File: src/sv/stpg_pkg.sv
// ----------------------------------------------------------------------------
// stpg_pkg: shared definitions for the scroll table pattern generator
// Operation codes, sequencer states, the adder request bundle, beat layout
// and register reset values.
// ----------------------------------------------------------------------------
`default_nettype none

package stpg_pkg;

    // Default table depth; must be a power of two
    localparam int TABLE_ENTRIES_DEF = 256;

    // Beat layout
    localparam int TDATA_W  = 64;
    localparam int TUSER_W  = 3;
    localparam int MDATA_W  = 8;
    localparam int CFG_A_W  = 1;
    localparam int CFG_D_W  = 8;

    // Register reset values
    localparam logic [7:0] MASK_RESET = 8'd0;
    localparam logic [7:0] KEY_RESET  = 8'd96;

    // Configuration register indexes
    localparam logic [CFG_A_W-1:0] CFG_INDEX_MASK = 1'b0;
    localparam logic [CFG_A_W-1:0] CFG_KEY_THRESH = 1'b1;

    // Item operations; codes 6 and 7 are ignored
    typedef enum logic [2:0] {
        OP_LOAD_X  = 3'd0,
        OP_LOAD_Y  = 3'd1,
        OP_XOR     = 3'd2,
        OP_SCROLL  = 3'd3,
        OP_PLASMA  = 3'd4,
        OP_KEYED   = 3'd5
    } op_t;

    // Sequencer states
    typedef enum logic [3:0] {
        ST_IDLE,
        ST_XOR,
        ST_FETCH,
        ST_SHIFT,
        ST_SCR_Y,
        ST_SCR_T,
        ST_COLADDR,
        ST_LINE,
        ST_SUM,
        ST_DONE
    } state_t;

    // Operands for the shared adder: sum = (a ^ c) + b
    typedef struct packed {
        logic [15:0] a;
        logic [15:0] b;
        logic [15:0] c;
    } alu_req_t;

endpackage

`default_nettype wire

File: src/sv/stpg_table_mem.sv
// ----------------------------------------------------------------------------
// stpg_table_mem: one scroll lookup table
// Single write port, single read port with registered read data that holds
// until the next read.
// ----------------------------------------------------------------------------
`default_nettype none

module stpg_table_mem #(
    parameter int DEPTH = stpg_pkg::TABLE_ENTRIES_DEF,
    parameter int AW    = $clog2(DEPTH)
) (
    input  wire logic          aclk,
    input  wire logic          we,
    input  wire logic [AW-1:0] waddr,
    input  wire logic [15:0]   wdata,
    input  wire logic          re,
    input  wire logic [AW-1:0] raddr,
    output logic [15:0]        rdata
);
    import stpg_pkg::*;

    logic [15:0] mem [DEPTH];
    logic [15:0] rdata_reg;

    // Write entry
    always_ff @(posedge aclk) begin
        if (we) begin
            mem[waddr] <= wdata;
        end
    end

    // Read entry, hold data between reads
    always_ff @(posedge aclk) begin
        if (re) begin
            rdata_reg <= mem[raddr];
        end
    end

    assign rdata = rdata_reg;

endmodule

`default_nettype wire

File: config.mk
export PLATFORM = sky130hd
export DESIGN_NAME = stpg_table_mem
export DESIGN_NICKNAME = d
export VERILOG_FILES = /design/src/sv/stpg_pkg.sv /design/src/sv/stpg_table_mem.sv
export SDC_FILE = /design/constraint.sdc
export NUM_CORES = 2
export LEC_CHECK = 0
export ABC_AREA = 1
export BUFFER_PORTS_ARGS = -buffer_cell sky130_fd_sc_hd__buf_2
export CAP_MARGIN = 20
export CORE_MARGIN = 5
export CORE_UTILIZATION = 45
export CTS_BUF_LIST = sky130_fd_sc_hd__clkbuf_2
export DETAILED_ROUTE_END_ITERATION = 12
export PLACE_DENSITY = 0.56
export SLEW_MARGIN = 25
export SYNTH_ARGS = -nofsm -noshare
export SYNTH_HDL_FRONTEND = slang
export SYNTH_SLANG_ARGS = --single-unit
File: constraint.sdc
create_clock -name aclk -period 3.23 [get_ports aclk]
set_clock_uncertainty 0.1 [all_clocks]
set_input_delay 0.646 -clock aclk [delete_from_list [all_inputs] [get_ports aclk]]
set_output_delay 0.646 -clock aclk [all_outputs]
set_load 0.03 [all_outputs]
Word-level counts from Yosys, hierarchy flattened

Memory sizes are Yosys's and may differ from the RTL's. A register that Yosys moved wholly into a read port is not among the register bits.
Index checks and enable logic that the tools add are counted.

Bits in writable memories: 4096
Register bits after elaboration: 0
Logic and storage cells: 3
Memories kept: 1

Mux-type cells: 2

Memories:

| memory | words | width | read ports | clocked after Yosys merged registers in | wr ports | line                 | text |
|---|---|---|---|---|---|---|---|
| mem    | 256   | 16    | 1          | 1                                       | 1        | stpg_table_mem.sv:22 | `logic [15:0] mem [DEPTH];` |

Operators with widths:

| kind              | number |
|---|---|
| two-way mux 1 bit | 2 |

Longest topological paths before layout

Depth in word-level cells: 2
Gate-level depth with buffers: 15

Worst setup path after synthesis

Ideal clock, no wire load.

Kind: input -> register
Start point: input we
End point: memory mem[162][0], enable pin
Arrival time: 2.098 ns
Path slack: 0.644 ns
Setup time: 0.388 ns
Stages on the path: 4
Data required time: 2.742 ns
Cell sequence: clkbuf_1 -> nand3_1 -> clkbuf_1 -> nor2_1

Longest elaborated chain between the ends: 2

Ends and longest elaborated chain:

| item                                    | line                 | text |
|---|---|---|
| start, declared                         | stpg_table_mem.sv:13 | `input wire logic we,` |
| two-way mux 1 bit                       | stpg_table_mem.sv:27 | `if (we) begin` |
| two-way mux 1 bit (not written as such) | stpg_table_mem.sv:28 | `mem[waddr] <= wdata;` |
| end, declared                           | stpg_table_mem.sv:22 |  |

No other way between the ends.

Worst setup path after layout

Start point: register rdata_reg[13], in the netlist rdata[13], read port of mem
End point: output rdata[13]

RTL lines:

| item            | line                 | text |
|---|---|---|
| start, declared | stpg_table_mem.sv:23 | `logic [15:0] rdata_reg;` |
| end, declared   | stpg_table_mem.sv:18 | `output logic [15:0] rdata` |

No word-level cell between the ends.

==> flow_metrics.env <==
export IMPL_die_h_um=617
export IMPL_fillerInstances=31928
export IMPL_yosys_warnings=0
export IMPL_critPathBufInv=1
export IMPL_io_pins=51
export IMPL_avgSynthCellArea_um2=12.2
export IMPL_crit_type="reg2out"
export IMPL_yosys_top_cells_count="4211 x nand2_1, 4112 x edfxtp_1, 4035 x nand3_1, 495 x buf_2, 283 x nor2_1"
export IMPL_die_w_um=617
export IMPL_rows=223
export IMPL_io_buffers=50
export IMPL_dp_cells=18557
export IMPL_cp_required_ns=2.48
export IMPL_fin_setup_tns_ns=-5.96
export IMPL_cts_max_path_buffers=5
export IMPL_slew_violations=0
export IMPL_dieArea_um2=381000
export IMPL_synthesis_instances=13617
export IMPL_globalRouteTotalUtil_pct=27.3
export IMPL_grt_pass1_vias=112678
export IMPL_finalWirelength_mm=526
export IMPL_worst_path_max_fanout=1
export IMPL_hold_viol_final=0
export IMPL_area_delta_synth_final_pct=14.2
export IMPL_internal_power_mw=74.5
export IMPL_drc=0
export IMPL_grt_antenna_before_repair=32
export IMPL_relSlewSlack_pct=35.4
export IMPL_first_pass_iters=8
export IMPL_cp_cell_sequence="buf_6"
export IMPL_period_needed_ns=3.86
export IMPL_drtIter0Drc=13313
export IMPL_synth_ff_type="edfxtp_1"
export IMPL_setup_slack_ns=-0.629
export IMPL_layout_drive_gt1_share_pct=17.5
export IMPL_stdcell_count=20474
export IMPL_worst_slew_pin_slew_ns=0.969
export IMPL_p_switching_mw=26.5
export IMPL_ant_nets=0
export IMPL_combPwrFrac_pct=8.1
export IMPL_crit_arrival_ns=3.11
export IMPL_min_delay_path_class="in2reg"
export IMPL_async_flop_share_pct=0
export IMPL_final_cell_area_um2=189000
export IMPL_pre_cts_ws_ns=-0.677
export IMPL_clockPowerShare_pct=33.8
export IMPL_synth_seq_cells=4112
export IMPL_critPathCaptureType="output pin"
export IMPL_use_met1_pct=36.5
export IMPL_rsz0062_at_grt="yes"
export IMPL_finalSetupViolCount=17
export IMPL_synth_distinct_cells=14
export IMPL_finish_utilization_pct=51.5
export IMPL_cts_sinks=4112
export IMPL_nets=15017
export IMPL_clk_pin_slew_ns=0.09
export IMPL_p_per_area_nw_per_um2=533
export IMPL_avgViaCountPerCell=5.66
export IMPL_yosysTopAreaCellShare_pct=74.4
export IMPL_vias=115833
export IMPL_ff_latch_area_um2=123000
export IMPL_place_congestion=0.874
export IMPL_dp_hpwl_mm=313
export IMPL_pwr_share_seq_pct=58.2
export IMPL_initial_utilization_pct=45.1
export IMPL_yosys_area_top_type="edfxtp_1"
export IMPL_cp_start_kind="register"
export IMPL_grtUsageMet2_pct=42.5
export IMPL_violations="negative setup slack"
export IMPL_seq_area_frac_synth_pct=74.4
export IMPL_grt_busiest_layer="met2"
export IMPL_crit_slowest_cell="edfxtp_1"
export IMPL_synth_area_top_cells="edfxtp_1 74%, nand3_1 12%, nand2_1 9.5%"
export IMPL_synth_fp_nets=13652
export IMPL_crit_path_max_incr_delay_ns=0.60
export IMPL_yosysMostFrequentCell="nand2_1"
export IMPL_drv_cap=0
export IMPL_switching_share_pct=26.3
export IMPL_fin_crit_sh_pct=119
export IMPL_status="finished, violations left"
export IMPL_irDropWorstVdd_mv=0.359
export IMPL_cp_top_family="flip-flops"
export IMPL_multiInputGateArea_um2=37200
export IMPL_max_freq_mhz=259
export IMPL_core_area_um2=368000
export IMPL_grt_max_degree=98
export IMPL_power_leakage_nw=69.1
export IMPL_synth_edff_count=4112
export IMPL_largest_reg_flops=4096
export IMPL_cts_inserted_buffers=1130
export IMPL_place_area_um2=179000
export IMPL_cts_root_buffer="clkbuf_2"
export IMPL_wire_per_inst_um=25.7
export IMPL_synthesis_area_um2=166000
export IMPL_grt_pass1_wl_mm=761
export IMPL_clkLatencyLatePin_ns=2.29
export IMPL_cts_tree="built"
export IMPL_grtUsageMet3_pct=6.56
export IMPL_h_tree_depth=7
export IMPL_overflow=0
power by group through the flow:
stage               clock, mW  sequential (mW)  combinational, mW
global route             38.1             58.8               8.66
finish                   34.1             58.8               8.16
global placement            0             60.0               7.82
floorplan                   0             60.0               3.64
CTS                      35.1             58.8               8.11
detailed placement          0             60.0               7.87
metrics by stage:
step / power (mW) / hold WS [ns]
2_1_floorplan: 63.7 / 0.645
6_report: 101 / 0.229
5_1_grt: 106 / 0.00727
4_1_cts: 102 / 0.00470
3_3_place_gp: 67.8 / 1.01
3_5_place_dp: 67.9 / 1.02
final timing paths:
kind,end,cells after the start,slack [ns],from
worst min register to register,rdata[14]$_DFFE_PP_,11,1.08,mem[24][14]$_DFFE_PP_
worst min-delay path,rdata[7]$_DFFE_PP_,10,0.23,raddr[3]
worst max-delay path,rdata[13],1,-0.63,rdata[13]$_DFFE_PP_
worst max register to register,rdata[5]$_DFFE_PP_,14,0.16,mem[159][5]$_DFFE_PP_
routing by layer:
metal  vias up  routed length, um
met3      1012              48300
met4         2              21800
met5         -                 13
met1     57089             210000
li1      51965                  -
met2      5765             246000
worst reg2reg max path, delay by kind of cell (launching register included):
kind	cells	cell delay [ns]
simple gates	10	1.03
buf+inv	4	1.46
flops	1	0.37
area by class of cell:
class | count | area share [%]
Inverter | 39 | 0.105
Clock buffer | 1567 | 4.14
Clock inverter | 196 | 0.516
Timing Repair Buffer | 1170 | 7.21
Multi-Input combinational cell | 8529 | 19.6
Tap cell | 4837 | 3.19
Antenna cell | 24 | 0.0317
Sequential cell | 4112 | 65.2
placed cells by master, fill, tap and decap left out, drive strengths merged, types with 8 or more instances in the layout:
master,Yosys,routed
nor2,283,283
bufinv,0,8
nand3,4035,4035
nand2,4211,4211
edfxtp,4112,4112
clkinv,0,162
dlygate4sd3,0,109
buf,783,1060
inv,39,64
diode,0,24
clkbuf,154,1567
cells by family after synthesis:
family	Yosys count	share of synthesized area [%]
AND/OR/NAND/NOR	8529	22.3
flip-flops	4112	74.4
buffers and inverters	976	3.21
timing repair:
| item | 4_1_cts | 5_1_grt |
|---|---|---|
| resized for setup | 32 | 3 |
| endpoints found under the hold margin | 8224 | 0 |
| gates cloned | 0 | 0 |
| setup endpoints to repair | 16 | 88 |
| setup buffers | 0 | 3 |
| hold buffers | 129 | 0 |
Power figures use the tool's default switching activity.
