$ cat src/sv/stpg_pkg.sv
// ----------------------------------------------------------------------------
// stpg_pkg: shared definitions for the scroll table pattern generator
// Operation codes, sequencer states, the adder request bundle, beat layout
// and register reset values.
// ----------------------------------------------------------------------------
`default_nettype none

package stpg_pkg;

    // Default table depth; must be a power of two
    localparam int TABLE_ENTRIES_DEF = 256;

    // Beat layout
    localparam int TDATA_W  = 64;
    localparam int TUSER_W  = 3;
    localparam int MDATA_W  = 8;
    localparam int CFG_A_W  = 1;
    localparam int CFG_D_W  = 8;

    // Register reset values
    localparam logic [7:0] MASK_RESET = 8'd0;
    localparam logic [7:0] KEY_RESET  = 8'd96;

    // Configuration register indexes
    localparam logic [CFG_A_W-1:0] CFG_INDEX_MASK = 1'b0;
    localparam logic [CFG_A_W-1:0] CFG_KEY_THRESH = 1'b1;

    // Item operations; codes 6 and 7 are ignored
    typedef enum logic [2:0] {
        OP_LOAD_X  = 3'd0,
        OP_LOAD_Y  = 3'd1,
        OP_XOR     = 3'd2,
        OP_SCROLL  = 3'd3,
        OP_PLASMA  = 3'd4,
        OP_KEYED   = 3'd5
    } op_t;

    // Sequencer states
    typedef enum logic [3:0] {
        ST_IDLE,
        ST_XOR,
        ST_FETCH,
        ST_SHIFT,
        ST_SCR_Y,
        ST_SCR_T,
        ST_COLADDR,
        ST_LINE,
        ST_SUM,
        ST_DONE
    } state_t;

    // Operands for the shared adder: sum = (a ^ c) + b
    typedef struct packed {
        logic [15:0] a;
        logic [15:0] b;
        logic [15:0] c;
    } alu_req_t;

endpackage

`default_nettype wire

$ cat src/sv/stpg_alu.sv
// ----------------------------------------------------------------------------
// stpg_alu: shared 16-bit xor/add unit
// Computes (a ^ c) + b, wrapping at 16 bits. Every sum of the pattern
// generator and each read address past the tick fetch use this one unit.
// ----------------------------------------------------------------------------
`default_nettype none

module stpg_alu (
    input  var stpg_pkg::alu_req_t req,
    output logic [15:0]            sum
);
    import stpg_pkg::*;

    // Fold the xor operand in, then add
    assign sum = (req.a ^ req.c) + req.b;

endmodule

`default_nettype wire

$ cat config.mk
export PLATFORM = sky130hd
export DESIGN_NAME = stpg_alu
export DESIGN_NICKNAME = d
export VERILOG_FILES = /design/src/sv/stpg_pkg.sv /design/src/sv/stpg_alu.sv
export SDC_FILE = /design/constraint.sdc
export NUM_CORES = 1
export LEC_CHECK = 0
export BUFFER_PORTS_ARGS = -buffer_cell sky130_fd_sc_hd__buf_2
export CAP_MARGIN = 0
export CORE_MARGIN = 1.5
export CORE_UTILIZATION = 42
export DETAILED_ROUTE_END_ITERATION = 10
export PLACE_DENSITY = 0.83
export SYNTH_ARGS = -nofsm -noshare
export SYNTH_HDL_FRONTEND = slang
export SYNTH_SLANG_ARGS = --single-unit
export TNS_END_PERCENT = 30
$ cat constraint.sdc
create_clock -name vclk -period 5.9
set_input_delay 0.59 -clock vclk [all_inputs]
set_output_delay 0.59 -clock vclk [all_outputs]
set_load 0.02 [all_outputs]
**Word level (Yosys, flattened, before mapping)**

Index checks and enable logic that the tools add are counted.
Widths: inputs -> output; s select.

- Bits in latches: 0
- Bits in registers: 0
- Bits in read-only memories: 0
- Output and inout port bits: 16
- Word-level logic and storage cells: 2
- Memories: 0
- RAM bits: 0

- Shift operators: 0
- Add/subtract/negate cells: 1
- Equal/unequal tests: 0
- Order comparisons: 0
- Divide/modulo/power cells: 0
- Reductions and logical operators: 0
- Multiplexer cells: 0
- Bitwise logic cells: 1
- Multiply operators: 0

Operators with widths:

| kind | count |
|---|---|
| $add 16x16->16 | 1 |
| $xor 16x16->16 | 1 |

**Depth between registers and ports, before layout**

Gate-level depths: netlist of the first run.

- Word-level depth: 2
- Depth in mapped cells: 8

**Least setup slack after synthesis of the first run**

No wires, ideal clock.

- Path kind: input to output
- Start point: input req[0] (netlist bit)
- End point: output sum[12]
- Data arrival time: 2.406 ns
- Stages on the path: 8
- Path slack: 2.904 ns
- Path through: xor2_1 > ha_1 > fa_1 > a211oi_1 > o21ai_0 > a31oi_1 > o21ai_0 > xor2_1

- Word-level cells in the longest chain between the ends: 2

RTL lines:

| item | line | source |
|---|---|---|
| start, declared | stpg_alu.sv:9 | `input var stpg_pkg::alu_req_t req,` |
| $xor 16x16->16 | stpg_alu.sv:15 | `assign sum = (req.a ^ req.c) + req.b;` |
| $add 16x16->16 | stpg_alu.sv:15 |  |
| end, declared | stpg_alu.sv:10 | `output logic [15:0] sum` |

No other way between the ends.

**Final worst setup path of the first run**

Same ends and word-level chain as after synthesis.

==> flow_metrics.env, run 1 <==
export IMPL_outcome="complete, no violations"
export IMPL_max_freq_mhz=311
export IMPL_drive_above_1_share_pct=35.7
export IMPL_synth_yosys_seq_area_share_pct=0
export IMPL_max_cap_violations=0
export IMPL_syn_area_um2=878
export IMPL_nFlopsAndLatches=0
export IMPL_synthDistinctLibCells=29
export IMPL_finalHoldViolCount=0
export IMPL_grt_pass1_vias=1039
export IMPL_n_fill_cell=206
export IMPL_antenna_found_initial=0
export IMPL_worst_slew_pin_slew_ns=0.407
export IMPL_post_route_min_period_ns=3.22
export IMPL_setup_viol_count_final=0
export IMPL_multi_input_area_um2=863
export IMPL_drtIter0Drc=14
export IMPL_worstPathRequired_ns=5.31
export IMPL_die_area_mm2=0.00237
export IMPL_nClkBuffers=0
export IMPL_power_leakage_uw=0.000654
export IMPL_layout_setup_ws_ns=2.68
export IMPL_coreArea_mm2=0.00196
export IMPL_grt_pass1_wl_um=3900
export IMPL_ioPinCount=64
export IMPL_wl_per_cell_um=10.9
export IMPL_endpoint_kind="primary output"
export IMPL_dpl_hpwl_um=2050
export IMPL_power_density_mw_per_mm2=180
export IMPL_gp_congestion=0.778
export IMPL_slew_headroom_pct=72.9
export IMPL_peakVddDrop_mv=0.0844
export IMPL_finalSetupTns_ns=0
export IMPL_portBuffers=64
export IMPL_ctsHoldBuffers=0
export IMPL_drv_slew=0
export IMPL_drc=0
export IMPL_post_cts_buffers=0
export IMPL_critPathKind="in -> out"
export IMPL_rsz0062_at_grt="false"
export IMPL_design_area_mm2=0.00123
export IMPL_nNetsFinal=252
export IMPL_seqCellArea_um2=0
export IMPL_rows=16
export IMPL_min_path_type="in -> out"
export IMPL_overflow=0
export IMPL_critPathLaunchType="input pin"
export IMPL_placed_area_mm2=0.00123
export IMPL_ant_nets=0
export IMPL_pre_cts_ws_ns=2.68
export IMPL_syn_area_per_cell_um2=7.26
export IMPL_die_h_um=48.7
export IMPL_wl_um=2320
export IMPL_areaGrowthSynthToFinish_pct=40.3
export IMPL_grtUsageTotal_pct=19.1
export IMPL_syn_nets=186
export IMPL_grt_max_degree=7
export IMPL_critPathMaxFanout=3
export IMPL_firstDrtPassIters=4
export IMPL_start_util_pct=44.8
export IMPL_worstPathArrival_ns=2.63
export IMPL_via_count=1114
export IMPL_vias_per_cell=5.25
export IMPL_die_w_um=48.7
export IMPL_diodes=0
export IMPL_period_share_pct=54.6
export IMPL_post_cts_resized=0
export IMPL_yosysWarnings=0
export IMPL_syn_inst=121
[path summary, 6_finish.rpt]
path,depth (start not counted),slack (ns),from,to
setup / recovery,10,2.68,req[0],sum[12]
hold / removal,3,1.53,req[16],sum[0]
[layer usage]
layer  GRT usage (%)  up-vias  routed length (um)
met4            2.38        0                  12
li1                -      573                   -
met5               0        -                   0
met3           0.309        2                  95
met2            38.4       40                1240
met1            22.7      499                 973
[layout by cell type, fill, tap and decap left out, types with 3 or more instances in the layout]
cell type and n:
a211oi_1 3, a21boi_0 3, a21oi_1 13, buf_2 64
ha_1 16, inv_1 4, nand2_1 9, nand3_1 5
nor2_1 11, o21ai_0 9, xnor2_1 6, xor2_1 21
[power breakdown]
part | leakage, uW | switching (uW) | internal (uW)
registers | 0 | 0 | 0
logic | 0.000654 | 133 | 88.3
clock network | 0 | 0 | 0
total | 0.000654 | 133 | 88.3
[cell usage after synthesis, types with 3 or more instances]
master    instances  area share, %
a211oi_1          3            2.6
a21boi_0          3            2.6
a21oi_1          13            7.4
ha_1             16             23
inv_1             4            1.7
nand2_1           9            3.8
nand3_1           5            2.8
nor2_1           11            4.7
o21ai_0           9            5.1
xnor2_1           6            6.0
xor2_1           21             21
[logic make-up after synthesis]
family | after synthesis | share of synthesized area, %
compound gates | 40 | 28.2
simple gates | 32 | 17.0
buf+inv | 4 | 1.71
fa+ha+maj | 17 | 25.1
mux | 1 | 1.14
xor+xnor | 27 | 26.9
[worst max-delay path, stage by stage]
cell,delay (ns)
buf_2,0.11
xor2_1,0.16
ha_1,0.21
fa_1,0.42
a211oi_1,0.28
o21ai_0,0.17
a31oi_1,0.24
o21ai_0,0.14
xor2_1,0.14
buf_2,0.18
[metrics by stage]
| stage | power [uW] | instances | hold slack (ns) | util (%) |
|---|---|---|---|---|
| 2_1_floorplan | 154 | 121 | 1.39 | - |
| 3_3_place_gp | 215 | 212 | 1.52 | 62.8 |
| 3_5_place_dp | 220 | 212 | 1.53 | 62.8 |
| 4_1_cts | 221 | 212 | 1.53 | 62.8 |
| 5_1_grt | 243 | 212 | 1.55 | 62.8 |
| 6_report | 222 | 212 | 1.53 | 62.8 |
[final cells by class]
cell class	count	area share, %
timing repair buffer	64	26.0
inverter	4	1.22
tap	27	2.74
multi-input combinational	117	70.1
No activity file was read; power rests on OpenSTA's default activity.
==> run 2, diff against run 1 <==
==> constraint.sdc (replaced) <==
create_clock -name vclk -period 3.1
set_input_delay 0.31 -clock vclk [all_inputs]
set_output_delay 0.31 -clock vclk [all_outputs]
set_load 0.02 [all_outputs]
==> flow_metrics.env, run 2 (synthesis gave the netlist of run 1 again) <==
export IMPL_start_util_pct=44.8
export IMPL_post_cts_resized=0
export IMPL_max_cap_violations=0
export IMPL_grt_pass1_vias=1059
export IMPL_post_route_min_period_ns=2.64
export IMPL_finalSetupTns_ns=0
export IMPL_portBuffers=64
export IMPL_outcome="complete, no violations"
export IMPL_nFlopsAndLatches=0
export IMPL_critPathLaunch="req[0]"
export IMPL_final_cell_mix="buf_2 (64), xor2_1 (21), ha_1 (16)"
export IMPL_wl_per_cell_um=10.9
export IMPL_finalHoldViolCount=0
export IMPL_min_path_type="in -> out"
export IMPL_grt_max_degree=7
export IMPL_vias_per_cell=5.27
export IMPL_wl_um=2320
export IMPL_overflow=0
export IMPL_max_freq_mhz=379
export IMPL_worstPathRequired_ns=2.79
export IMPL_critPathMaxFanout=3
export IMPL_dpl_hpwl_um=2060
export IMPL_grt_pass1_wl_um=3890
export IMPL_nNetsFinal=252
export IMPL_rows=16
export IMPL_setup_viol_count_final=0
export IMPL_firstDrtPassIters=4
export IMPL_critPathKind="in -> out"
export IMPL_holdCritStartpoint="req[16]"
export IMPL_antenna_found_initial=0
export IMPL_power_leakage_uw=0.000654
export IMPL_power_density_mw_per_mm2=342
export IMPL_rsz0062_at_grt="false"
export IMPL_seqCellArea_um2=0
export IMPL_drtIter0Drc=25
export IMPL_drv_slew=0
export IMPL_worstPathArrival_ns=2.33
export IMPL_drive_above_1_share_pct=35.7
export IMPL_grtUsageTotal_pct=19.0
export IMPL_worst_slew_pin_slew_ns=0.419
export IMPL_die_area_mm2=0.00237
export IMPL_ioPinCount=64
export IMPL_critPathLaunchType="input pin"
export IMPL_coreArea_mm2=0.00196
export IMPL_areaGrowthSynthToFinish_pct=40.3
export IMPL_slew_headroom_pct=72.0
export IMPL_drc=0
export IMPL_final_common_cell="buf_2"
export IMPL_p_total_uw=421
export IMPL_die_w_um=48.7
export IMPL_peakVddDrop_mv=0.159
export IMPL_endpoint_kind="primary output"
export IMPL_die_h_um=48.7
export IMPL_period_share_pct=85.1
export IMPL_ctsHoldBuffers=0
export IMPL_via_count=1117
export IMPL_nClkBuffers=0
export IMPL_diodes=0
export IMPL_post_cts_buffers=0
export IMPL_ant_nets=0
export IMPL_gp_congestion=0.778
==> run 2: cell counts in the layout (fill, tap and decap cells not counted) <==
No cell type changed its count.
==> run 2: stage by stage <==
stage          cells  cell area (um2)  hold WS [ns]  utilization [%]  worst slack (ns)
2_1_floorplan    121              878         0.830                -             0.664
3_3_place_gp     212             1230         0.961             62.8             0.491
3_5_place_dp     212             1230         0.970             62.8             0.433
4_1_cts          212             1230         0.970             62.8             0.433
5_1_grt          212             1230         0.993             62.8             0.256
6_report         212             1230         0.967             62.8             0.461
==> run 2: final cells by class <==
cell class | instances | area, um2
multi-input cells | 117 | 863
fillers | 207 | 729
well taps | 27 | 33.8
inverters | 4 | 15.0
repair buffers | 64 | 320
==> run 2: per-layer routing <==
layer	track usage, %	wire length (um)	vias to the layer above
li1	-	-	570
met1	21.4	979	505
met2	38.8	1220	38
met3	0	97	4
met4	4.76	26	0
met5	0	0	-
==> run 2: worst max-delay path: stages <==
cell,delay (ns)
buf_2,0.10
xor2_1,0.16
ha_1,0.21
fa_1,0.43
a211oi_1,0.28
o21ai_0,0.16
a31oi_1,0.23
o21ai_0,0.13
xor2_1,0.15
buf_2,0.16
==> run 2: worst paths after layout <==
kind	end	slack [ns]	cells after the start
worst max-delay path	sum[12]	0.46	10
worst min-delay path	sum[0]	0.97	3
==> run 2: report_power, final <==
group | leakage [uW] | internal (uW) | total [uW] | switching [uW]
combinational | 0.000654 | 168 | 421 | 254
clock | 0 | 0 | 0 | 0
sequential | 0 | 0 | 0 | 0
==> run 3, diff against run 2 <==
==> constraint.sdc (replaced) <==
create_clock -name vclk -period 2.5
set_input_delay 0.25 -clock vclk [all_inputs]
set_output_delay 0.25 -clock vclk [all_outputs]
set_load 0.02 [all_outputs]
==> flow_metrics.env, run 3 (synthesis gave the netlist of run 1 again) <==
export IMPL_seqPwrFrac_pct=0
export IMPL_portBuffers=64
export IMPL_ioPinCount=64
export IMPL_final_common_cell="buf_2"
export IMPL_finalSetupTns_ns=0
export IMPL_via_count=1130
export IMPL_drtIter0Drc=18
export IMPL_setup_viol_count_final=0
export IMPL_min_path_type="in -> out"
export IMPL_vias_per_cell=5.28
export IMPL_wl_um=2310
export IMPL_nClkBuffers=0
export IMPL_worst_slew_pin_slew_ns=0.434
export IMPL_power_density_mw_per_mm2=425
export IMPL_multi_input_area_um2=878
export IMPL_p_int_uw=216
export IMPL_wl_per_cell_um=10.8
export IMPL_endpoint_kind="primary output"
export IMPL_grt_pass1_vias=940
export IMPL_overflow=0
export IMPL_power_share_clock_pct=0
export IMPL_max_cap_violations=0
export IMPL_post_cts_buffers=0
export IMPL_post_route_min_period_ns=2.42
export IMPL_p_comb_share_pct=100.0
export IMPL_die_area_mm2=0.00237
export IMPL_slew_headroom_pct=71.1
export IMPL_nNetsFinal=254
export IMPL_drv_slew=0
export IMPL_grt_pass1_wl_um=3550
export IMPL_switchingPower_uw=320
export IMPL_outcome="complete, no violations"
export IMPL_worstPathArrival_ns=2.17
export IMPL_areaGrowthSynthToFinish_pct=43.7
export IMPL_firstDrtPassIters=4
export IMPL_start_util_pct=44.8
export IMPL_crit_path_max_incr_delay_ns=0.40
export IMPL_gp_congestion=0.791
export IMPL_diodes=0
export IMPL_holdCritStartpoint="req[16]"
export IMPL_power_leakage_uw=0.000666
export IMPL_p_total_uw=536
export IMPL_critPathLaunchType="input pin"
export IMPL_critPathMaxFanout=2
export IMPL_seqCellArea_um2=0
export IMPL_die_w_um=48.7
export IMPL_drc=0
export IMPL_place_inst=214
export IMPL_dpl_hpwl_um=2030
export IMPL_rows=16
export IMPL_ctsHoldBuffers=0
export IMPL_critPathLaunch="req[0]"
export IMPL_worstSetupEndpoint="sum[12]"
export IMPL_coreArea_mm2=0.00196
export IMPL_grtUsageTotal_pct=17.2
export IMPL_final_cell_mix="buf_2 (64), xor2_1 (21), ha_1 (16)"
export IMPL_peakVddDrop_mv=0.240
export IMPL_fin_cells=214
export IMPL_critPathKind="in -> out"
export IMPL_nFlopsAndLatches=0
export IMPL_grt_max_degree=7
export IMPL_max_freq_mhz=413
export IMPL_ant_nets=0
export IMPL_path_cells="buf_2 > xor2_1 > ha_1 > fa_1 > a211oi_2 > o21ai_2 > a31oi_2 > o21ai_1 > xor2_1 > buf_2"
export IMPL_antenna_found_initial=0
export IMPL_worstPathRequired_ns=2.25
export IMPL_finalHoldViolCount=0
export IMPL_die_h_um=48.7
export IMPL_critPathSlowestCell="fa_1"
export IMPL_n_fill_cell=201
export IMPL_drive_above_1_share_pct=38.0
export IMPL_sw_frac_of_total_pct=59.7
export IMPL_period_share_pct=96.8
-- run 3: cell count changes in the layout (fill, tap and decap cells not counted) --
cell and delta:
buf_4 +2, o21ai_0 -2, a211oi_1 -1, a211oi_2 +1, a31oi_1 -1, a31oi_2 +1, o21ai_1 +1, o21ai_2 +1
-- run 3: layout make-up --
type / count / share of cell area (%)
Timing Repair Buffer: 66 / 26.6
Inverter: 4 / 1.19
Multi-Input combinational cell: 117 / 69.6
Tap cell: 27 / 2.68
-- run 3: power groups by stage --
stage | clock network [uW] | registers (uW) | logic [uW]
2_1_floorplan | 0 | 0 | 362
3_3_place_gp | 0 | 0 | 513
3_5_place_dp | 0 | 0 | 525
4_1_cts | 0 | 0 | 526
5_1_grt | 0 | 0 | 584
6_report | 0 | 0 | 536
-- run 3: through the flow --
stage                     worst slack, ns  hold slack (ns)  utilization [%]  cell area, um2
after floorplan                     0.184            0.710                -             878
after global placement             0.0489            0.841             63.6            1250
after detailed placement          0.00596            0.845             63.6            1250
after CTS                         0.00126            0.847             63.6            1250
after global routing              -0.0276            0.854             64.3            1260
final                              0.0808            0.843             64.3            1260
-- run 3: how the worst min path moves through the flow --
| stage | endpoint | slack [ns] | cells past startpoint |
|---|---|---|---|
| floorplan | sum[0] | 0.71 | 1 |
| global placement | sum[0] | 0.84 | 3 |
| detailed placement | sum[0] | 0.85 | 3 |
| CTS | sum[0] | 0.85 | 3 |
| global route | sum[0] | 0.85 | 3 |
| finish | sum[0] | 0.84 | 3 |
-- run 3: what timing repair did --
item,4_1_cts,5_1_grt
endpoints found under the setup margin,0,5
gates resized for setup,0,5
hold endpoints to repair,0,0
-- run 3: critical path, delay by kind of cell --
family	cells	cell delay [ns]
buf+inv	2	0.26
compound gates	4	0.76
fa+ha+maj	2	0.61
xor+xnor	2	0.29
-- run 3: metal layers --
layer / vias up / wire length, um / track usage, %
met5: - / 0 / 0
met4: 0 / 0 / 0
met3: 0 / 114 / 0.309
met2: 38 / 1210 / 34.7
met1: 511 / 986 / 21.2
li1: 581 / - / -
