`config.mk`:
```
export PLATFORM = sky130hd
export DESIGN_NAME = stpg_seq
export DESIGN_NICKNAME = d
export VERILOG_FILES = /design/src/sv/stpg_pkg.sv /design/src/sv/stpg_seq.sv
export SDC_FILE = /design/constraint.sdc
export NUM_CORES = 1
export LEC_CHECK = 0
export BUFFER_PORTS_ARGS = -buffer_cell sky130_fd_sc_hd__buf_2
export CAP_MARGIN = 20
export CORE_MARGIN = 3
export CORE_UTILIZATION = 53
export DETAILED_ROUTE_END_ITERATION = 10
export MAX_ROUTING_LAYER = met4
export PLACE_DENSITY_LB_ADDON = 0.08
export RECOVER_POWER = 25
export SLEW_MARGIN = 10
export SYNTH_ARGS = -nofsm -noshare
export SYNTH_HDL_FRONTEND = slang
export SYNTH_SLANG_ARGS = --single-unit
```
`constraint.sdc`:
```
create_clock -name aclk -period 4.7 [get_ports aclk]
set_input_delay 0.705 -clock aclk [delete_from_list [all_inputs] [get_ports aclk]]
set_output_delay 0.705 -clock aclk [all_outputs]
set_load 0.005 [all_outputs]
```
`src/sv/stpg_pkg.sv`:
```
// ----------------------------------------------------------------------------
// stpg_pkg: shared definitions for the scroll table pattern generator
// Operation codes, sequencer states, the adder request bundle, beat layout
// and register reset values.
// ----------------------------------------------------------------------------
`default_nettype none

package stpg_pkg;

    // Default table depth; must be a power of two
    localparam int TABLE_ENTRIES_DEF = 256;

    // Beat layout
    localparam int TDATA_W  = 64;
    localparam int TUSER_W  = 3;
    localparam int MDATA_W  = 8;
    localparam int CFG_A_W  = 1;
    localparam int CFG_D_W  = 8;

    // Register reset values
    localparam logic [7:0] MASK_RESET = 8'd0;
    localparam logic [7:0] KEY_RESET  = 8'd96;

    // Configuration register indexes
    localparam logic [CFG_A_W-1:0] CFG_INDEX_MASK = 1'b0;
    localparam logic [CFG_A_W-1:0] CFG_KEY_THRESH = 1'b1;

    // Item operations; codes 6 and 7 are ignored
    typedef enum logic [2:0] {
        OP_LOAD_X  = 3'd0,
        OP_LOAD_Y  = 3'd1,
        OP_XOR     = 3'd2,
        OP_SCROLL  = 3'd3,
        OP_PLASMA  = 3'd4,
        OP_KEYED   = 3'd5
    } op_t;

    // Sequencer states
    typedef enum logic [3:0] {
        ST_IDLE,
        ST_XOR,
        ST_FETCH,
        ST_SHIFT,
        ST_SCR_Y,
        ST_SCR_T,
        ST_COLADDR,
        ST_LINE,
        ST_SUM,
        ST_DONE
    } state_t;

    // Operands for the shared adder: sum = (a ^ c) + b
    typedef struct packed {
        logic [15:0] a;
        logic [15:0] b;
        logic [15:0] c;
    } alu_req_t;

endpackage

`default_nettype wire

```
`src/sv/stpg_seq.sv`:
```
// ----------------------------------------------------------------------------
// stpg_seq: sequencer and datapath registers
// Takes input beats, writes table entries, steps pixel items through the
// shared adder and the table reads, and holds the result beat.
// ----------------------------------------------------------------------------
`default_nettype none

module stpg_seq #(
    parameter int TABLE_ENTRIES = stpg_pkg::TABLE_ENTRIES_DEF,
    parameter int AW            = $clog2(TABLE_ENTRIES)
) (
    input  wire logic                             aclk,
    input  wire logic                             aresetn,
    // input stream
    input  wire logic                             s_tvalid,
    output logic                                  s_tready,
    input  wire logic [stpg_pkg::TDATA_W-1:0]     s_tdata,
    input  wire logic [stpg_pkg::TUSER_W-1:0]     s_tuser,
    // result stream
    output logic                                  m_tvalid,
    input  wire logic                             m_tready,
    output logic [stpg_pkg::MDATA_W-1:0]          m_tdata,
    // configuration
    input  wire logic                             cfg_wr_en,
    input  wire logic [stpg_pkg::CFG_A_W-1:0]     cfg_addr,
    input  wire logic [stpg_pkg::CFG_D_W-1:0]     cfg_wr_data,
    // tables
    output logic                                  x_we,
    output logic                                  y_we,
    output logic [AW-1:0]                         waddr,
    output logic [15:0]                           wdata,
    output logic                                  x_re,
    output logic                                  y_re,
    output logic [AW-1:0]                         x_raddr,
    output logic [AW-1:0]                         y_raddr,
    input  wire logic [15:0]                      x_rd,
    input  wire logic [15:0]                      y_rd,
    // shared adder
    output stpg_pkg::alu_req_t                    alu_req,
    input  wire logic [15:0]                      alu_sum
);
    import stpg_pkg::*;

    state_t       state_reg, state_next;
    logic [2:0]   op_reg;
    logic [7:0]   col_reg;
    logic [8:0]   row_reg;
    logic [15:0]  tick_reg;
    logic [15:0]  a_reg;
    logic [15:0]  b_reg;
    logic [7:0]   res_reg;
    logic [7:0]   mask_reg;
    logic [7:0]   key_reg;
    logic         m_valid_reg;
    logic [7:0]   m_data_reg;

    logic [2:0]   in_op;
    logic [7:0]   in_col;
    logic [8:0]   in_row;
    logic [15:0]  in_tick;
    logic [7:0]   in_tidx;
    logic [15:0]  in_tval;
    logic         accept;
    logic         pix_done;
    logic         keyed_drop;
    logic [AW-1:0] mask_aw;
    logic [15:0]  g_shift;

    // Unpack the input beat
    assign in_op   = s_tuser[2:0];
    assign in_col  = s_tdata[7:0];
    assign in_row  = s_tdata[16:8];
    assign in_tick = s_tdata[32:17];
    assign in_tidx = s_tdata[40:33];
    assign in_tval = s_tdata[56:41];

    assign s_tready = (state_reg == ST_IDLE);
    assign accept   = s_tvalid && s_tready;
    assign mask_aw  = AW'(mask_reg);
    assign g_shift  = (op_reg == OP_KEYED) ? x_rd : y_rd;

    // Mask a sum down to a table index
    function automatic logic [AW-1:0] tbl_ix(input logic [15:0] v, input logic [AW-1:0] m);
        return v[AW-1:0] & m;
    endfunction

    // Table writes happen on the accepted load beat
    assign x_we  = accept && (in_op == OP_LOAD_X);
    assign y_we  = accept && (in_op == OP_LOAD_Y);
    assign waddr = AW'(in_tidx);
    assign wdata = in_tval;

    // Next state
    always_comb begin
        state_next = state_reg;
        unique case (state_reg)
            ST_IDLE: begin
                if (accept) begin
                    unique case (in_op) inside
                        OP_XOR:                        state_next = ST_XOR;
                        OP_SCROLL, OP_PLASMA, OP_KEYED: state_next = ST_FETCH;
                        default:                       state_next = ST_IDLE;
                    endcase
                end
            end
            ST_XOR:     state_next = ST_DONE;
            ST_FETCH:   state_next = ST_SHIFT;
            ST_SHIFT:   state_next = (op_reg == OP_SCROLL) ? ST_SCR_Y : ST_COLADDR;
            ST_SCR_Y:   state_next = ST_SCR_T;
            ST_SCR_T:   state_next = ST_DONE;
            ST_COLADDR: state_next = ST_LINE;
            ST_LINE:    state_next = ST_SUM;
            ST_SUM:     state_next = ST_DONE;
            ST_DONE: begin
                if (!m_valid_reg || m_tready) begin
                    state_next = ST_IDLE;
                end
            end
            default:    state_next = ST_IDLE;
        endcase
    end

    // Adder operands and table reads per step
    always_comb begin
        alu_req  = '{a: 16'd0, b: 16'd0, c: 16'd0};
        x_re     = 1'b0;
        y_re     = 1'b0;
        x_raddr  = tbl_ix(tick_reg, mask_aw);
        y_raddr  = tbl_ix(tick_reg, mask_aw);
        unique case (state_reg)
            ST_XOR: begin
                alu_req = '{a: {8'd0, col_reg}, b: tick_reg, c: {7'd0, row_reg}};
            end
            ST_FETCH: begin
                x_re = 1'b1;
                y_re = 1'b1;
            end
            ST_SHIFT: begin
                if (op_reg == OP_SCROLL) begin
                    alu_req = '{a: {8'd0, col_reg}, b: x_rd, c: 16'd0};
                end else begin
                    alu_req = '{a: g_shift, b: {7'd0, row_reg}, c: 16'd0};
                    y_re    = 1'b1;
                    y_raddr = tbl_ix(alu_sum, mask_aw);
                end
            end
            ST_SCR_Y: begin
                alu_req = '{a: {7'd0, row_reg}, b: y_rd, c: 16'd0};
            end
            ST_SCR_T: begin
                alu_req = '{a: a_reg, b: tick_reg, c: b_reg};
            end
            ST_COLADDR: begin
                alu_req = '{a: tick_reg, b: {8'd0, col_reg}, c: 16'd0};
                x_re    = 1'b1;
                x_raddr = tbl_ix(alu_sum, mask_aw);
            end
            ST_LINE: begin
                alu_req = '{a: y_rd, b: {tick_reg[13:0], 2'b00}, c: 16'd0};
            end
            ST_SUM: begin
                alu_req = '{a: a_reg, b: x_rd, c: 16'd0};
            end
            default: begin
                alu_req = '{a: 16'd0, b: 16'd0, c: 16'd0};
            end
        endcase
    end

    // Keyed plasma zeroes values at or below the threshold
    assign keyed_drop = (op_reg == OP_KEYED) && (alu_sum[7:0] <= key_reg);
    assign pix_done   = (state_reg == ST_DONE) && (!m_valid_reg || m_tready);

    // Control state and configuration
    always_ff @(posedge aclk) begin
        if (!aresetn) begin
            state_reg   <= ST_IDLE;
            m_valid_reg <= 1'b0;
            mask_reg    <= MASK_RESET;
            key_reg     <= KEY_RESET;
        end else begin
            state_reg <= state_next;
            if (pix_done) begin
                m_valid_reg <= 1'b1;
            end else if (m_tready) begin
                m_valid_reg <= 1'b0;
            end
            if (cfg_wr_en) begin
                unique case (cfg_addr)
                    CFG_INDEX_MASK: mask_reg <= cfg_wr_data;
                    CFG_KEY_THRESH: key_reg  <= cfg_wr_data;
                    default:        ;
                endcase
            end
        end
    end

    // Capture item fields and step results
    always_ff @(posedge aclk) begin
        if (accept) begin
            op_reg   <= in_op;
            col_reg  <= in_col;
            row_reg  <= in_row;
            tick_reg <= in_tick;
        end
        case (state_reg) inside
            ST_XOR, ST_SCR_T: res_reg <= alu_sum[7:0];
            ST_SHIFT:         a_reg   <= alu_sum;
            ST_SCR_Y:         b_reg   <= alu_sum;
            ST_LINE:          a_reg   <= alu_sum;
            ST_SUM:           res_reg <= keyed_drop ? 8'd0 : alu_sum[7:0];
            default:          ;
        endcase
        if (pix_done) begin
            m_data_reg <= res_reg;
        end
    end

    assign m_tvalid = m_valid_reg;
    assign m_tdata  = m_data_reg;

endmodule

`default_nettype wire

```
-- Word-level counts from Yosys, hierarchy flattened
Cells that the tools add are included.
- bits in registers: 105
- input port bits: 129
- word-level logic and storage cells: 87
- output and inout bits: 102
- bitwise logic cells: 5
- eq/ne operators: 22
- order comparisons: 1
- reduce and logical (&&, ||, !) cells: 22
- mux-type cells: 25
- operators by type and width (operator ; count):
    $pmux 48 s7 ; 1
    $mux 8 ; 9
    $mux 16 ; 4
    $mux 48 ; 1
    $pmux 4 s8 ; 1
    $and 8x8->8 ; 2
    $eq 4x3->1 const B ; 4
    $eq 3x2->1 const B ; 3
    $eq 3x3->1 const B ; 3
    $eq 4x2->1 const B ; 2
    $eq 4x4->1 const B ; 2
    $le 8x8->1 ; 1
    $mux 4 ; 2
    $ne 2x1->1 const B ; 4
    $reduce_and 2->1 ; 3
    $reduce_and 3->1 ; 2
    $reduce_bool 2->1 ; 3
    $reduce_or 3->1 ; 2
    $logic_and 1x1->1 ; 5
    $eq 4x1->1 const B ; 1
    $logic_not 4->1 ; 1
    $mux 1 ; 4
    $ne 2x2->1 const B ; 2
    $pmux 2 s2 ; 1
    other kinds (9) ; 12

-- Logic depth before layout (Yosys ltp)
Gate-level depths: netlist of the first run.
- word-level depth: 8
- depth in mapped cells: 7
- mapped depth without buffers: 6

-- Least setup slack after synthesis of the first run
Ideal clock, no wire load.
- path kind: register to output
- start: register state_reg[0]
- end: output alu_req[16] in the netlist's numbering
- slack: 2.552 ns
- arrival time: 1.443 ns
- data required time: 3.995 ns
- cell stages (with the launch flop): 7
- cell sequence: dfxtp_1 -> buf_6 -> nor4b_4 -> buf_4 -> a22oi_1 -> nand2_1 -> a221o_1
- RTL lines (what ; RTL line ; RTL):
    start: declaration ; stpg_seq.sv:44 ; state_t state_reg, state_next;
    start signal: assignment ; stpg_seq.sv:182 ; state_reg <= state_next;
    end: declaration ; stpg_seq.sv:39 ; output stpg_pkg::alu_req_t alu_req,

==> results of run 1 <==
-- through the flow --
stage / utilization / cells / hold WS (ns) / setup slack (ns)
3_3_place_gp: 0.617 / 759 / 0.404 / 1.50
4_1_cts: 0.633 / 775 / 0.438 / 1.03
2_1_floorplan: - / 499 / 0.400 / 2.55
6_report: 0.631 / 778 / 0.438 / 0.988
3_5_place_dp: 0.617 / 759 / 0.408 / 1.47
5_1_grt: 0.631 / 777 / 0.442 / 0.811
-- how the worst max path moves through the flow --
stage	slack (ns)	end	depth (start not counted)	start
floorplan	2.55	alu_req[16]	6	state_reg[0]
global placement	1.50	alu_req[36]	5	state_reg[1]
detailed placement	1.47	alu_req[39]	5	state_reg[1]
CTS	1.03	alu_req[39]	5	state_reg[1]
global route	0.81	alu_req[36]	5	state_reg[1]
finish	0.99	alu_req[39]	5	state_reg[1]
-- per-layer routing --
metal | track usage | up-vias | wire length, um
met2 | 0.422 | 295 | 7590
li1 | - | 2144 | -
met5 | - | - | 0
met4 | 0.138 | 0 | 642
met1 | 0.387 | 2249 | 6930
met3 | 0.0639 | 64 | 1610
-- power by group through the flow --
stage / combinational [uW] / clock (uW) / sequential [uW]
finish: 594 / 507 / 1240
global route: 648 / 553 / 1250
CTS: 593 / 517 / 1240
detailed placement: 590 / 0 / 1260
global placement: 578 / 0 / 1250
floorplan: 414 / 0 / 1190
-- kinds of logic after synthesis --
family	after synthesis	share of synthesized area
flops	105	0.523
simple gates	145	0.138
mux	26	0.0484
compound gates	133	0.188
buf+inv	82	0.0851
fa+ha+maj	8	0.0178
-- synth_stat cells, drive strengths merged, types with 4 or more instances --
cell type,count,area share
mux2i,19,0.034
a22oi,15,0.020
edfxtp,84,0.45
and3,8,0.0089
a222oi,15,0.027
o21ai,9,0.0080
nand2b,5,0.0069
buf,48,0.062
a21boi,23,0.031
dfxtp,21,0.075
mux2,7,0.015
a221o,10,0.018
clkbuf,9,0.0060
nor2b,13,0.014
nand2,82,0.055
and2,4,0.0049
nor2,7,0.0051
o221ai,9,0.014
nand4,8,0.0089
ha,8,0.018
a22o,25,0.039
a21oi,13,0.012
inv,25,0.017
-- cell type report --
class | instances | area, um^2
multi-input combinational | 312 | 2220
fill | 859 | 3800
tap | 136 | 170
inverter | 25 | 93.8
timing repair buffer | 181 | 912
sequential | 105 | 2940
antenna | 3 | 7.51
clock buffer | 14 | 153
clock inverter | 2 | 15.0
==> results.md, run 1 <==
* Status: complete, no violations
* R2R Path Start: state_reg[3]
* Setup TNS Final at 0 ns
* Clock tree buffer depth at 2
* WHS Endpoint: m_tdata[7]
* Post-route cell area at 6520 um^2
* Worst slew margin at 0.308
* Layout area overhead at 15.8%
* Share of cells above drive strength 1 at 0.305
* Critical Path Slowest Stage Cell: nor4bb_4
* Worst Hold Class: register to register
* CTS root buffer: clkbuf_8
* Largest net degree at the start of global routing at 37
* WL final at 16800 um
* Total CTS buffers at 9
* Fin. Hold Viols at 0
* CP Max Fanout at 20
* Main synth FF type: edfxtp_1
* Area post-placement at 6360 um^2
* DIE WIDTH at 109 um
* Post-synthesis net count at 636
* Switching Share at 0.318
* Syn_area_per_cell at 11.3 um^2
* Die Ht at 109 um
* Post-synth ARST share at 0
* Top-Level Pins at 231
* Core ar. at 10300 um^2
* Crit share post-route at 0.790
* R2r endpoint: res_reg[3]
* Slew @ Worst Pin at 1.04 ns
* Clock share of power at 0.216
* Tot GR Track Use at 0.290
* Routed len/inst at 21.6 um
* Hold Crit Start: res_reg[7]
* DRC at 0
* Site Rows at 37
* Logic pwr share at 0.253
* First-iteration detailed-routing DRC count at 457
* Area of the mapped netlist at 5630 um^2
* Setup CP Type: register to output pin
* Max-cap violations at 0
* # nets final at 771
* Most frequent cells in the layout: 158 x buf_2, 84 x edfxtp_1, 82 x nand2_1
* CTS tree: done
* Global-route wire length before repair at 24600 um
* Finish-stage setup viols at 0
* Die footprint at 11900 um^2
* Hold Path Stages at 0
* Fmax at 269 MHz
* RSZ-0062 raised after global routing: false
* Gpl congestion at 0.896
* Startpoint types: register
* Initial Utilization at 0.546
* Vias per inst at 6.11
* Crit path cell chain: nor4bb_4 -> buf_4 -> a222oi_1 -> o221ai_1 -> buf_2
* Drt first pass iters at 6
* Setup Buffers After CTS at 0
* Final Max Slew Viols at 0
* Worst Path Arrival at 3.01 ns
* GR Overflow Total at 0
* Vias at 4752
* Worst setup skew after layout at 0.00786 ns
* Post-layout min period at 3.71 ns
* Power per cell area at 360 nW/um^2
* Sink Count at 105
* Worst path buffer plus inverter count at 2
* Reg-to-reg setup timing slack at 2.27 ns
* Maximum VDD drop at 246 uV
* Register area share after synthesis at 0.523
* Unique masters post-synth at 57
* Critical path's top delay family: simple AND/OR/NAND/NOR gates
* Synthesized instance count at 499
* Crit path capture type: output pin
* Clock Latency Late Sink at 0.38 ns
* Antenna viol nets, final at 0
* Leak Pwr at 0.00284 uW
* Antenna violations before repair at 2
* Vias in the first global route at 4478
* Post-synth EDFFs at 84
* PostCTS Resize Cnt at 0
* Worst R2R Path Depth at 5
* Power Total at 2350 uW
* Synth warn at 0
* Required time worst endpoint at 3.99 ns
* Hpwl dp at 11600 um
* H-Tree Depth at 3
* Int Pwr at 1600 uW
* Number of port buffers at 175
* Share of power burned in registers at 0.530
* Synthesized flop and latch total at 105
* Clk pin slew, worst setup/hold paths at 0.09 ns
* Crit path largest cell delay at 0.87 ns
* CTS hold repair buffers at 0
* Most common cell after layout, fill and taps aside: buf_2
* Sw power at 747 uW
Note: power is estimated with default switching activity, not from simulation.
==> run 2: changes to the inputs <==
--- a/config.mk
+++ b/config.mk
@@ -8,7 +8,7 @@
 export BUFFER_PORTS_ARGS = -buffer_cell sky130_fd_sc_hd__buf_2
 export CAP_MARGIN = 20
 export CORE_MARGIN = 3
-export CORE_UTILIZATION = 53
+export CORE_UTILIZATION = 49
 export DETAILED_ROUTE_END_ITERATION = 10
 export MAX_ROUTING_LAYER = met4
 export PLACE_DENSITY_LB_ADDON = 0.08
==> constraint.sdc (replaced) <==
create_clock -name aclk -period 3.6 [get_ports aclk]
set_input_delay 0.54 -clock aclk [delete_from_list [all_inputs] [get_ports aclk]]
set_output_delay 0.54 -clock aclk [all_outputs]
set_load 0.005 [all_outputs]
==> run 2 against run 1 <==
Effect of this change: non-clock buffer count is 6 higher; final area grew 2.7%; sequential share of layout area decreased by 1.2 points; sequential cell count unchanged; utilization shrank 2.4 points; die area increased by 7.7%; critical path depth is the same; wire length up 3.8%; setup slack worse by 0.64 ns; clock-buffer cell count shrank 1; global-route usage is 1.0 points lower; via count up 0.25%; critical endpoint is now alu_req[32]; highest routed layer unchanged.
==> results.md, run 2 (synthesized netlist as in run 1, its figures left out) <==
* Worst R2R Path Depth at 5
* Status: complete, no violations
* Switching Share at 0.303
* Critical path's top delay family: compound AO/OA/AOI/OAI gates
* Global-route wire length before repair at 26400 um
* Site Rows at 38
* # nets final at 777
* Top-Level Pins at 231
* CTS hold repair buffers at 0
* Routed len/inst at 22.1 um
* Fin. Hold Viols at 0
* Worst path buffer plus inverter count at 1
* Hpwl dp at 12500 um
* Post-layout min period at 3.25 ns
* Sw power at 1030 uW
* Slew @ Worst Pin at 0.940 ns
* CP Max Fanout at 18
* Worst Hold Class: input pin to register
* Die Ht at 113 um
* Fmax at 307 MHz
* Hold Crit Start: s_tdata[17]
* Worst setup skew after layout at 0.00788 ns
* Crit path largest cell delay at 0.87 ns
* Number of port buffers at 175
* First-iteration detailed-routing DRC count at 461
* Crit path capture type: output pin
* Max-cap violations at 0
* Antenna violations before repair at 4
* Layout area overhead at 18.9%
* Setup TNS Final at 0 ns
* Reg-to-reg setup timing slack at 1.09 ns
* Hold Path Stages at 1
* DRC at 0
* H-Tree Depth at 3
* Fill count at 940
* Finish-stage setup viols at 0
* Vias in the first global route at 4732
* DIE WIDTH at 113 um
* Core ar. at 11000 um^2
* PostCTS Resize Cnt at 0
* Worst Path Arrival at 2.71 ns
* Total CTS buffers at 9
* Clock tree buffer depth at 2
* Cells after DPL at 768
* Setup Buffers After CTS at 0
* Power per cell area at 506 nW/um^2
* R2R Path Start: op_reg[1]
* WHS Endpoint: tick_reg[0]
* Worst slew margin at 0.373
* R2r endpoint: res_reg[1]
* Largest net degree at the start of global routing at 28
* CTS tree: done
* Fin cells at 789
* Share of cells above drive strength 1 at 0.312
* Most common cell after layout, fill and taps aside: buf_2
* WL final at 17400 um
* Tot GR Track Use at 0.280
* Vias at 4764
* Final Max Slew Viols at 0
* Share of power burned in registers at 0.477
* CTS root buffer: clkbuf_16
* GR Overflow Total at 0
* RSZ-0062 raised after global routing: false
* Critical Path Slowest Stage Cell: dfxtp_1
* Vias per inst at 6.04
* Drt first pass iters at 5
* Power Total at 3390 uW
* Clock Latency Late Sink at 0.35 ns
* Maximum VDD drop at 475 uV
* Crit path cell chain: nand2b_4 -> a211oi_2 -> a222oi_1 -> o221ai_1 -> buf_2
* Leak Pwr at 0.00293 uW
* Setup CP Type: register to output pin
* Clock share of power at 0.286
* Logic pwr share at 0.237
* Startpoint types: register
* Sink Count at 105
* Initial Utilization at 0.511
* Die footprint at 12800 um^2
* Crit share post-route at 0.904
* Clk pin slew, worst setup/hold paths at 0.07 ns
* Most frequent cells in the layout: 155 x buf_2, 84 x edfxtp_1, 82 x nand2_1
* Gpl congestion at 0.843
* Antenna viol nets, final at 0
* Required time worst endpoint at 3.06 ns
* Int Pwr at 2360 uW
* Worst hold slack at 0.359 ns
-- run 2: cell types whose count changed in the layout (fill, tap and decap cells not counted), moves of 2 or more --
cell,change
clkbuf_16,+10
clkbuf_8,-9
clkinvlp_4,-2
buf_2,-3
buf_4,+6
-- run 2: cell type report --
| type | count | area (um^2) | area share |
|---|---|---|---|
| Clock inverter | 3 | 22.5 | 0.00336 |
| Multi-Input combinational cell | 312 | 2220 | 0.332 |
| Clock buffer | 13 | 273 | 0.0407 |
| Tap cell | 140 | 175 | 0.0262 |
| Sequential cell | 105 | 2940 | 0.440 |
| Antenna cell | 4 | 10.0 | 0.00150 |
| Inverter | 25 | 93.8 | 0.0140 |
| Timing Repair Buffer | 187 | 953 | 0.142 |
-- run 2: worst max-delay path by stage --
stage            startpoint     endpoint  slack, ns  cells past startpoint
2_1_floorplan  state_reg[0]   col_reg[0]       1.48                      5
3_3_place_gp   state_reg[0]  alu_req[47]       0.82                      5
3_5_place_dp   state_reg[0]  alu_req[47]       0.77                      5
4_1_cts        state_reg[0]  alu_req[47]       0.37                      5
5_1_grt        state_reg[0]  alu_req[40]       0.21                      5
6_report       state_reg[0]  alu_req[32]       0.35                      5
-- run 2: metal layers --
metal / vias up / track usage / share of wire
li1: 2153 / - / -
met1: 2256 / 0.352 / 0.40
met2: 287 / 0.434 / 0.47
met3: 68 / 0.0658 / 0.095
met4: 0 / 0.122 / 0.038
met5: - / - / 0
-- run 2: metrics by stage --
| stage | utilization | cell area, um^2 | setup WS (ns) |
|---|---|---|---|
| 2_1_floorplan | - | 5630 | 1.48 |
| 3_3_place_gp | 0.581 | 6410 | 0.816 |
| 3_5_place_dp | 0.581 | 6410 | 0.767 |
| 4_1_cts | 0.608 | 6700 | 0.374 |
| 5_1_grt | 0.607 | 6700 | 0.213 |
| 6_report | 0.607 | 6700 | 0.346 |
-- run 2: power groups by stage --
| stage | registers (uW) | clock network, uW | logic [uW] |
|---|---|---|---|
| after detailed placement | 1640 | 0 | 797 |
| final | 1620 | 968 | 804 |
| after CTS | 1610 | 985 | 802 |
| after floorplan | 1560 | 0 | 541 |
| after global routing | 1630 | 1030 | 874 |
| after global placement | 1630 | 0 | 778 |
-- run 2: worst register-to-register path, stage by stage (launching register included) --
cell and delay (ns):
edfxtp_1 0.40, nand3b_1 0.56, buf_4 0.41, or4_1 0.70, nand2_1 0.14, a21oi_1 0.05
==> run 3: changes to the inputs <==
--- a/config.mk
+++ b/config.mk
@@ -10,9 +10,9 @@
 export CORE_MARGIN = 3
 export CORE_UTILIZATION = 49
 export DETAILED_ROUTE_END_ITERATION = 10
-export MAX_ROUTING_LAYER = met4
 export PLACE_DENSITY_LB_ADDON = 0.08
 export RECOVER_POWER = 25
+export SETUP_SLACK_MARGIN = 0.5
 export SLEW_MARGIN = 10
 export SYNTH_ARGS = -nofsm -noshare
 export SYNTH_HDL_FRONTEND = slang
==> run 3 against run 2 <==
Effect of this change: first-iteration DRC count grew 6.5%; clock-buffer cell count did not move; global-route usage down 0.77 points; combinational power about the same; critical endpoint is now alu_req[16]; largest cell class unchanged; largest power group unchanged.
==> results.md, run 3 (synthesized netlist as in run 1, its figures left out) <==
* H-Tree Depth at 3
* Crit path capture type: output pin
* DRC at 0
* PnR worst setup slack at 0.682 ns
* Core ar. at 11000 um^2
* Slew @ Worst Pin at 0.879 ns
* Vias at 4767
* WL final at 17500 um
* Cells after DPL at 768
* Worst hold slack at 0.360 ns
* Initial Utilization at 0.511
* Worst path buffer plus inverter count at 2
* Critical Path Slowest Stage Cell: dfxtp_1
* First-iteration detailed-routing DRC count at 491
* Post-layout util at 0.607
* Die Ht at 113 um
* CTS tree: done
* Share of cells above drive strength 1 at 0.318
* Vias per inst at 6.04
* DIE WIDTH at 113 um
* Final Max Slew Viols at 0
* Max-cap violations at 0
* Post-layout min period at 2.92 ns
* CTS root buffer: clkbuf_16
* Sink Count at 105
* Setup CP Type: register to output pin
* Antenna violations before repair at 4
* Fill count at 939
* Worst setup skew after layout at 0.00546 ns
* Die footprint at 12800 um^2
* Vias in the first global route at 4747
* Site Rows at 38
* Largest net degree at the start of global routing at 28
* Hold Path Stages at 1
* Drt first pass iters at 8
* Status: complete, no violations
* Fin cells at 789
* Layout area overhead at 19.0%
* Crit path largest cell delay at 0.54 ns
* Pre-CTS setup slack at 0.767 ns
* Worst R2R Path Depth at 5
* Required time worst endpoint at 3.06 ns
* Routed len/inst at 22.1 um
* Clk pin slew, worst setup/hold paths at 0.07 ns
* Leak Pwr at 0.00293 uW
* Worst Hold Class: input pin to register
* GR Overflow Total at 0
* Global-route wire length before repair at 26500 um
* Crit share post-route at 0.810
* Clock Latency Late Sink at 0.35 ns
* Startpoint types: register
* # nets final at 777
* Crit path depth at 5
* Tot GR Track Use at 0.272
* Crit path cell chain: buf_4 -> nor2b_1 -> a32o_2 -> a221o_1 -> buf_2
* Hpwl dp at 12500 um
* Seq. cell area at 2950 um^2
* Setup TNS Final at 0 ns
* Most frequent cells in the layout: 155 x buf_2, 84 x edfxtp_1, 82 x nand2_1
* Critical path's top delay family: compound AO/OA/AOI/OAI gates
* Area of the multi-input gates at 2230 um^2
* Fin. Hold Viols at 0
* RSZ-0062 raised after global routing: false
* Worst slew margin at 0.414
* Clock tree buffer depth at 2
* Gpl congestion at 0.830
* Total CTS buffers at 9
* CP Max Fanout at 16
* CTS hold repair buffers at 0
* Top-Level Pins at 231
* Fmax at 343 MHz
* Most common cell after layout, fill and taps aside: buf_2
* Number of port buffers at 175
* Finish-stage setup viols at 0
* Antenna viol nets, final at 0
* Maximum VDD drop at 478 uV
* Power per cell area at 506 nW/um^2
* Worst Path Arrival at 2.38 ns
-- run 3: cell counts in the layout (fill, tap and decap cells not counted) --
Identical to the previous run, type by type.
-- run 3: worst paths after layout --
kind	start	slack (ns)	endpoint
max	state_reg[1]	0.68	alu_req[16]
min	s_tdata[19]	0.36	tick_reg[2]
max reg2reg	op_reg[1]	1.06	res_reg[1]
min reg2reg	res_reg[1]	0.42	m_tdata[1]
-- run 3: worst reg2reg max path: stages (launching register included) --
cell and delay [ns]:
edfxtp_1 0.40, nand3b_1 0.58, buf_4 0.42, or4_1 0.70, nand2_1 0.14, a21oi_1 0.05
-- run 3: repair_timing --
| item | 4_1_cts | 5_1_grt |
|---|---|---|
| gates resized for setup | 2 | 2 |
| buffers inserted | 0 | 0 |
| endpoints found under the setup margin | 20 | 31 |
| pin swaps | 0 | 0 |
-- run 3: per-layer routing --
layer	wire [um]	GRT usage
met1	6900	0.349
met2	8300	0.434
met3	1660	0.0717
met4	599	0.123
met5	0	0
-- run 3: cell type report --
cell class,instances,share of cell area
sequential,105,0.440
multi-input combinational,312,0.332
timing repair buffer,187,0.142
clock buffer,13,0.0407
tap,140,0.0261
inverter,25,0.0140
clock inverter,3,0.00336
antenna,4,0.00149
-- run 3: report_power, final --
group / switching (uW) / internal [uW] / leakage (uW)
sequential: 137 / 1480 / 0.000952
clock: 434 / 536 / 0.000148
combinational: 455 / 347 / 0.00183
total: 1030 / 2360 / 0.00293
-- run 3: per-stage QoR --
| step | instance area, um^2 | total power [uW] |
|---|---|---|
| 5_1_grt | 6700 | 3530 |
| 3_3_place_gp | 6410 | 2410 |
| 3_5_place_dp | 6410 | 2430 |
| 4_1_cts | 6710 | 3400 |
| 6_report | 6700 | 3390 |
| 2_1_floorplan | 5630 | 2100 |
